[src/sv/mexp_pkg.sv]
`default_nettype none
package mexp_pkg;
    localparam int W = 63;
    localparam int EXP_BITS = 64;
    localparam int CW = $clog2(W + 1);

    typedef logic [W-1:0] t_word;
    typedef logic [CW-1:0] t_cnt;

    typedef enum logic [2:0] {
        ST_IDLE,
        ST_RED,
        ST_SCAN,
        ST_MUL,
        ST_DONE
    } t_state;
endpackage
`default_nettype wire

[src/sv/mexp_if.sv]
`default_nettype none
interface mexp_in_if;
    logic valid;
    logic ready;
    mexp_pkg::t_word base;
    mexp_pkg::t_word exponent;
    mexp_pkg::t_word modulus;
    modport source(output valid, base, exponent, modulus, input ready);
    modport sink(input valid, base, exponent, modulus, output ready);
endinterface

interface mexp_out_if;
    logic valid;
    logic ready;
    mexp_pkg::t_word power_mod;
    modport source(output valid, power_mod, input ready);
    modport sink(input valid, power_mod, output ready);
endinterface
`default_nettype wire

[src/sv/modular_exponentiation.sv]
`default_nettype none
// Channel   Dir  Words
// i_in      in   base, exponent, modulus
// o_out     out  power_mod
//
// One word is handled in steps: the base is first reduced modulo the modulus,
// then the exponent bits are scanned from the top down, and for every bit from
// the top set bit down the accumulator is squared, then multiplied by the
// reduced base when the bit is set. Each multiplication runs one shift-subtract
// step a cycle in a single modular adder. Reset is synchronous,
// active low, and returns to idle. A finished word waits in the output
// register until taken; a new word is accepted only when idle, and may be
// taken while the previous result still waits.
module modular_exponentiation (
    input  wire logic     i_clk,
    input  wire logic     i_rst_n,
    mexp_in_if.sink       i_in,
    mexp_out_if.source    o_out
);
    mexp_pkg::t_state r_state, n_state;
    mexp_pkg::t_word  r_b, n_b, r_m, n_m, r_acc, n_acc, r_x, n_x, r_y, n_y, r_r, n_r;
    logic [mexp_pkg::EXP_BITS-1:0] r_e, n_e;
    mexp_pkg::t_cnt   r_k, n_k;
    logic             r_sq, n_sq, r_started, n_started;
    logic             r_ov, n_ov;
    mexp_pkg::t_word  r_out, n_out;
    logic [6:0]       r_bi, n_bi;

    // Shared unit: doubles r, subtracts m once, optionally adds x and reduces.
    logic [mexp_pkg::W:0] s1, s1r, s2;
    mexp_pkg::t_word      d1, step_r;
    logic                 ybit;

    always_comb begin
        ybit   = r_y[r_k[5:0]];
        s1     = {r_r, 1'b0};
        s1r    = (s1 >= {1'b0, r_m}) ? s1 - {1'b0, r_m} : s1;
        d1     = s1r[mexp_pkg::W-1:0];
        s2     = {1'b0, d1} + (ybit ? {1'b0, r_x} : '0);
        if (s2 >= {1'b0, r_m}) begin
            s2 = s2 - {1'b0, r_m};
        end
        step_r = s2[mexp_pkg::W-1:0];
    end

    always_comb begin
        n_state = r_state; n_b = r_b; n_m = r_m; n_acc = r_acc; n_x = r_x;
        n_y = r_y; n_r = r_r; n_e = r_e; n_k = r_k; n_sq = r_sq;
        n_started = r_started; n_ov = r_ov; n_out = r_out; n_bi = r_bi;
        i_in.ready = (r_state == mexp_pkg::ST_IDLE);
        if (r_ov && o_out.ready) begin
            n_ov = 1'b0;
        end
        unique case (r_state)
            mexp_pkg::ST_IDLE: begin
                if (i_in.valid && i_in.ready) begin
                    n_m = i_in.modulus;
                    n_e = {1'b0, i_in.exponent};
                    // Base mod modulus by bit-serial restoring reduction.
                    n_x = i_in.base;
                    n_y = '0;
                    n_r = '0;
                    n_b = i_in.base;
                    n_k = mexp_pkg::CW'(mexp_pkg::W - 1);
                    n_started = 1'b0;
                    n_acc = mexp_pkg::W'(1);
                    n_bi = 7'(mexp_pkg::EXP_BITS - 1);
                    n_state = (i_in.modulus == '0) ? mexp_pkg::ST_DONE
                                                   : mexp_pkg::ST_RED;
                    if (i_in.modulus == '0) n_acc = '0;
                end
            end
            mexp_pkg::ST_RED: begin
                // Restoring reduction of the base, one bit a cycle.
                n_r = d1;
                if ({r_r, r_b[r_k[5:0]]} >= {1'b0, r_m}) begin
                    n_r = mexp_pkg::W'({r_r, r_b[r_k[5:0]]} - {1'b0, r_m});
                end else begin
                    n_r = mexp_pkg::W'({r_r, r_b[r_k[5:0]]});
                end
                if (r_k == '0) begin
                    n_b = n_r;
                    n_state = mexp_pkg::ST_SCAN;
                end else begin
                    n_k = r_k - 1'b1;
                end
            end
            mexp_pkg::ST_SCAN: begin
                if (!r_started && !r_e[r_bi[5:0]]) begin
                    if (r_bi == '0) n_state = mexp_pkg::ST_DONE;
                    n_bi = r_bi - 1'b1;
                end else begin
                    if (!r_started) n_acc = (r_m == mexp_pkg::W'(1)) ? '0 : mexp_pkg::W'(1);
                    n_started = 1'b1;
                    n_x = r_started ? r_acc
                                    : ((r_m == mexp_pkg::W'(1)) ? '0 : mexp_pkg::W'(1));
                    n_y = n_x;
                    n_r = '0;
                    n_sq = 1'b1;
                    n_k = mexp_pkg::CW'(mexp_pkg::W - 1);
                    n_state = mexp_pkg::ST_MUL;
                end
            end
            mexp_pkg::ST_MUL: begin
                n_r = step_r;
                if (r_k != '0) begin
                    n_k = r_k - 1'b1;
                end else begin
                    n_acc = step_r;
                    n_k = mexp_pkg::CW'(mexp_pkg::W - 1);
                    n_r = '0;
                    if (r_sq && r_e[r_bi[5:0]]) begin
                        n_sq = 1'b0;
                        n_x = step_r;
                        n_y = r_b;
                    end else if (r_bi == '0) begin
                        n_state = mexp_pkg::ST_DONE;
                    end else begin
                        n_bi = r_bi - 1'b1;
                        n_state = mexp_pkg::ST_SCAN;
                    end
                end
            end
            mexp_pkg::ST_DONE: begin
                if (!r_ov) begin
                    n_out = r_acc;
                    n_ov = 1'b1;
                    n_state = mexp_pkg::ST_IDLE;
                end
            end
            default: n_state = mexp_pkg::ST_IDLE;
        endcase
    end

    always_ff @(posedge i_clk) begin
        if (!i_rst_n) begin
            r_state <= mexp_pkg::ST_IDLE;
            r_ov <= 1'b0;
        end else begin
            r_state <= n_state;
            r_ov <= n_ov;
        end
        r_b <= n_b; r_m <= n_m; r_acc <= n_acc; r_x <= n_x; r_y <= n_y;
        r_r <= n_r; r_e <= n_e; r_k <= n_k; r_sq <= n_sq;
        r_started <= n_started; r_out <= n_out; r_bi <= n_bi;
    end

    assign o_out.valid = r_ov;
    assign o_out.power_mod = r_out;
endmodule
`default_nettype wire
[src/flat_wrapper.sv]
// flat-port wrapper written by rule: the top's interface ports become plain ports
module modular_exponentiation_flat 
  (i_clk, i_rst_n, i_in_valid, i_in_base, i_in_exponent, i_in_modulus, i_in_ready, o_out_valid, o_out_power_mod, o_out_ready);
  mexp_in_if i_in_i ();
  mexp_out_if o_out_i ();
  input  wire logic i_clk;
  input  wire logic i_rst_n;
  input wire logic [$bits(i_in_i.valid)-1:0] i_in_valid;
  input wire logic [$bits(i_in_i.base)-1:0] i_in_base;
  input wire logic [$bits(i_in_i.exponent)-1:0] i_in_exponent;
  input wire logic [$bits(i_in_i.modulus)-1:0] i_in_modulus;
  output wire logic [$bits(i_in_i.ready)-1:0] i_in_ready;
  output wire logic [$bits(o_out_i.valid)-1:0] o_out_valid;
  output wire logic [$bits(o_out_i.power_mod)-1:0] o_out_power_mod;
  input wire logic [$bits(o_out_i.ready)-1:0] o_out_ready;
  assign i_in_i.valid = i_in_valid;
  assign i_in_i.base = i_in_base;
  assign i_in_i.exponent = i_in_exponent;
  assign i_in_i.modulus = i_in_modulus;
  assign i_in_ready = i_in_i.ready;
  assign o_out_valid = o_out_i.valid;
  assign o_out_power_mod = o_out_i.power_mod;
  assign o_out_i.ready = o_out_ready;
  modular_exponentiation u_core (.i_clk(i_clk), .i_rst_n(i_rst_n), .i_in(i_in_i), .o_out(o_out_i));
endmodule
[config.mk]
export PLATFORM = sky130hd
export DESIGN_NAME = modular_exponentiation_flat
export DESIGN_NICKNAME = d
export VERILOG_FILES = /design/src/sv/mexp_pkg.sv /design/src/sv/mexp_if.sv /design/src/sv/modular_exponentiation.sv /design/src/flat_wrapper.sv
export SDC_FILE = /design/constraint.sdc
export NUM_CORES = 1
export LEC_CHECK = 0
export ABC_AREA = 1
export BUFFER_PORTS_ARGS = -buffer_cell sky130_fd_sc_hd__buf_2
export CORE_ASPECT_RATIO = 1.75
export CORE_UTILIZATION = 63
export DETAILED_ROUTE_END_ITERATION = 16
export HOLD_SLACK_MARGIN = 0.06
export PLACE_DENSITY = 0.83
export REMOVE_ABC_BUFFERS = 1
export SLEW_MARGIN = 25
export SYNTH_ARGS = -nofsm -noshare
export SYNTH_HDL_FRONTEND = slang
export SYNTH_SLANG_ARGS = --single-unit
[constraint.sdc]
create_clock -name i_clk -period 11.9 [get_ports i_clk]
set_clock_uncertainty 0.05 [all_clocks]
set_input_delay 0.595 -clock i_clk [delete_from_list [all_inputs] [get_ports i_clk]]
set_output_delay 0.595 -clock i_clk [all_outputs]
set_load 0.05 [all_outputs]
==> results of run 1 <==
## synth_stat cells (all sizes together) (2+ instances only)
master      n  share of area
clkbuf     70         0.0065
o21ai     342          0.042
o2111ai     2        0.00043
nand4      55         0.0084
a21o       11         0.0020
nand2    1771           0.16
a21oi     351          0.044
buf        64         0.0097
edfxtp    519           0.38
o211ai     47         0.0086
nor3       39         0.0048
ha        194          0.059
xor2       80          0.017
nor4       30         0.0046
o221ai      6         0.0013
o21a       12         0.0022
nand3b     31         0.0057
nand3     495          0.061
inv       829          0.076
and2        3        0.00046
o21bai     43         0.0079
nor2      590          0.055
a21boi     67          0.012
dfxtp       4         0.0020
xnor2      62          0.013
fa          4         0.0020
and3        5        0.00076
a31oi       8         0.0012
clkinv      3        0.00028
or2        26         0.0040
o22ai      14         0.0021
## stage by stage
step | worst slack, ns | std cells
after CTS | 2.21 | 6834
after detailed placement | 2.24 | 6751
after global placement | 2.16 | 6751
after floorplan | -0.224 | 5650
## layer usage
| metal | overflow | GRT usage |
|---|---|---|
| met5 | 0 | 0.0185 |
| met3 | 0 | 0.314 |
| met1 | 0 | 0.653 |
| met2 | 10 | 0.897 |
| met4 | 7 | 0.668 |
## cells by family after synthesis
group | synth area share
buffers and inverters | 0.0925
XOR/XNOR | 0.0304
AO/OA/AOI/OAI | 0.126
AND/OR/NAND/NOR | 0.307
flip-flops | 0.383
adder cells (fa/ha/maj) | 0.0613
==> qor.csv, run 1 <==
metric;value;unit
status;stopped before the end;
Last stage;global routing (5_1_grt);
Log Error;[ERROR GRT-0116] Global routing finished with congestion. Check the congestion regions in the DRC Viewer.;
Total Routing Usage GR;0.633;
CTS Buf Count;46;
clock buffer depth;3;
sequential share of the synthesized area;0.383;
count of cell types in the netlist;54;
Ys Warns;0;
Post-Synthesis Cells;5784;
vias in the first global route;47300;
initial core utilization;0.637;
Resized Gates After CTS;0;
DP Area;42900;um^2
Chip Width;195;um
I/O Buffers;257;
Synth Register Bits;523;
CTS root buffer;clkbuf_16;
clk sinks;523;
Die H;339;um
largest net degree at the start of global routing;127;
Placer Congestion;1.27;
Post-CTS Setup Bufs;0;
mapped cell area;40900;um^2
Post-synth EDFFs;519;
Syn Area/Cell;7.07;um^2
Detail Placement HPWL;155000;um
FFs w/ async S/R, synth;0;
num ports;258;
cell row count;123;
H-tree depth;2;
total grt overflow;17;
first-pass GRT wire length;302000;um
CTS Hold Bufs;1;
commonest register cell after synthesis;edfxtp_1;
==> run 2, diff against run 1 <==
- CORE_ASPECT_RATIO: 1.75 -> unset
- CORE_UTILIZATION: 63 -> 40
- HOLD_SLACK_MARGIN: 0.06 -> unset
- PLACE_DENSITY: 0.83 -> unset
- PLACE_DENSITY_LB_ADDON: unset -> 0.15
==> run 2 against run 1 <==
  * The flow now finishes without violations
  * Synthesized area unchanged
  * Synthesized cell count unchanged
==> qor.csv, run 2 <==
metric;value;unit;change
DR pass1 iterations;8;;
first-pass GRT wire length;280000;um;
initial core utilization;0.406;;was 0.637
Rel. slew slack;0.247;;
cell with the most instances after synthesis;nand2_1;;unchanged
vias in the first global route;39100;;
CP Launch Type;flip-flop;;
CTS Hold Bufs;0;;was 1
cell row count;116;;was 123
CP Class;reg2reg;;
synth cell count leaders;nand2_1 (1,766), inv_1 (818), nor2_1 (584), edfxtp_1 (519), nand3_1 (495);;unchanged
area leader, netlist;edfxtp_1;;unchanged
mapped cell area;40900;um^2;unchanged
Remaining DRCs;0;;
commonest register cell after synthesis;edfxtp_1;;unchanged
maxcap violations;0;;
clock buffer depth;3;;unchanged
Placer Congestion;1.09;;was 1.27
Total Routing Usage GR;0.383;;
num ports;258;;unchanged
Chip Width;322;um;was 195 um
Hold Fails Final Rpt;0;;
I/O Buffers;257;;unchanged
Post-CTS Setup Bufs;0;;unchanged
Yosys top cell area share;0.381;;unchanged
CTS Buf Count;57;;was 46
Layout area overhead;11.1;%;
largest net degree at the start of global routing;122;;
FFs w/ async S/R, synth;0;;unchanged
Fmax;94.4;MHz;
sequential share of the synthesized area;0.383;;unchanged
crit path max fanout;31;;
Layout Nets;6393;;
later-pin clock latency in the skew report;0.68;ns;
status;completed;;was stopped before the end
Final Cell Area;45400;um^2;
CTS tree;done;;
Fin Hold WS;0.0572;ns;
min cycle time layout;10.59;ns;
hold crit path type;in2reg;;
Ys Warns;0;;unchanged
fin util;0.451;;
Die Area;104000;um^2;
DP Area;43600;um^2;was 42,900 um^2
WP data arrival;10.96;ns;
post-route ant nets;0;;
top post-synthesis cells by area;edfxtp_1 (38%), nand2_1 (16%), inv_1 (7.5%);;unchanged
CTS root buffer;clkbuf_16;;unchanged
H-tree depth;2;;unchanged
Detail Placement HPWL;172000;um;was 155,000 um
Worst-Margin Slew;1.12;ns;
initial antenna violation count;10;;
# setup viols final;0;;
crit path capture type;flip-flop;;
Post-Synthesis Cells;5784;;unchanged
Via Count;42200;;
clk sinks;523;;unchanged
WP data required;12.27;ns;
Post-synth EDFFs;519;;unchanged
Slew Limit Fails;0;;
total grt overflow;0;;
vias per cell;5.70;;
fillers;10700;;
most frequent cells in the layout;nand2_1 (1,765), inv_1 (814), nor2_1 (580);;
slowest CP cell;nor2_1;;
core region area;101000;um^2;
Worst-path clk slew;0.06;ns;
DRT Wirelength;203000;um;
period utilisation layout;0.890;;
Die H;322;um;was 339 um
Syn Area/Cell;7.07;um^2;unchanged
drt wl/cell;27.4;um;
share of cells above drive strength 1;0.0723;;
count of cell types in the netlist;54;;unchanged
Synth Register Bits;523;;unchanged
RSZ-0062 raised after global routing;false;;
commonest non-fill, non-tap cell in the layout;nand2_1;;
Initial DRC Count;5443;;
Resized Gates After CTS;0;;unchanged
Crit path largest cell delay;1.03;ns;
most frequent CP cell;nand2_1;;
==> run 2: cell counts after synthesis <==
No cell type changed its count.
==> run 2: final timing paths <==
check / slack, ns / cells past startpoint / to / startpoint
max: 1.31 / 33 / u_core.r_x[20] / u_core.r_k[2]
min: 0.06 / 1 / u_core.r_e[8] / i_in_exponent[8]
max reg2reg: 1.31 / 33 / u_core.r_x[20] / u_core.r_k[2]
min reg2reg: 0.38 / 0 / u_core.o_out.power_mod[6] / u_core.r_acc[6]
==> run 2: area by class of cell <==
type                    instances  area [um^2]  area share
flip-flops and latches        523        15700       0.345
clock inverters                33          298     0.00655
multi-input cells            4295        21500       0.474
clock buffers                  72         1500      0.0331
well taps                    1357         1700      0.0374
diodes                          2         5.00    0.000110
repair buffers                293         1630      0.0358
inverters                     832         3120      0.0687
==> run 2: logic make-up after synthesis <==
group                      Yosys count  synth area share
AOI/OAI and AO/OA                  908             0.126
buffers and inverters              966            0.0925
xor gates and xnor gates           142            0.0304
DFF                                523             0.383
adders and majority gates          198            0.0613
and+or+nand+nor                   3047             0.307
==> run 2: worst max-delay path: cells and delay by family, from the launching register on <==
family | cells | cell delay, ns
and+or+nand+nor | 23 | 5.25
buffers and inverters | 5 | 1.75
DFF | 1 | 0.89
xor gates and xnor gates | 1 | 0.79
AOI/OAI and AO/OA | 2 | 0.78
adders and majority gates | 2 | 0.70
==> run 2: metrics by stage <==
| stage | setup WS, ns | instances | TNS [ns] |
|---|---|---|---|
| after global routing | 1.07 | 7405 | 0 |
| final | 1.31 | 7407 | 0 |
| after floorplan | -0.224 | 5650 | -28.22 |
| after detailed placement | 1.73 | 7300 | 0 |
| after global placement | 1.72 | 7299 | 0 |
| after CTS | 1.69 | 7405 | 0 |
==> run 2: routing by layer <==
| metal | share of wire | up-vias | global-route usage |
|---|---|---|---|
| li1 | - | 19500 | - |
| met1 | 0.44 | 20100 | 0.545 |
| met2 | 0.42 | 2290 | 0.570 |
| met3 | 0.11 | 282 | 0.0841 |
| met4 | 0.037 | 4 | 0.132 |
| met5 | 0.00012 | - | 0 |
Power of run 2 is not shown: default switching activity piles up to over one toggle a cycle in this logic, so the estimate is an artifact.
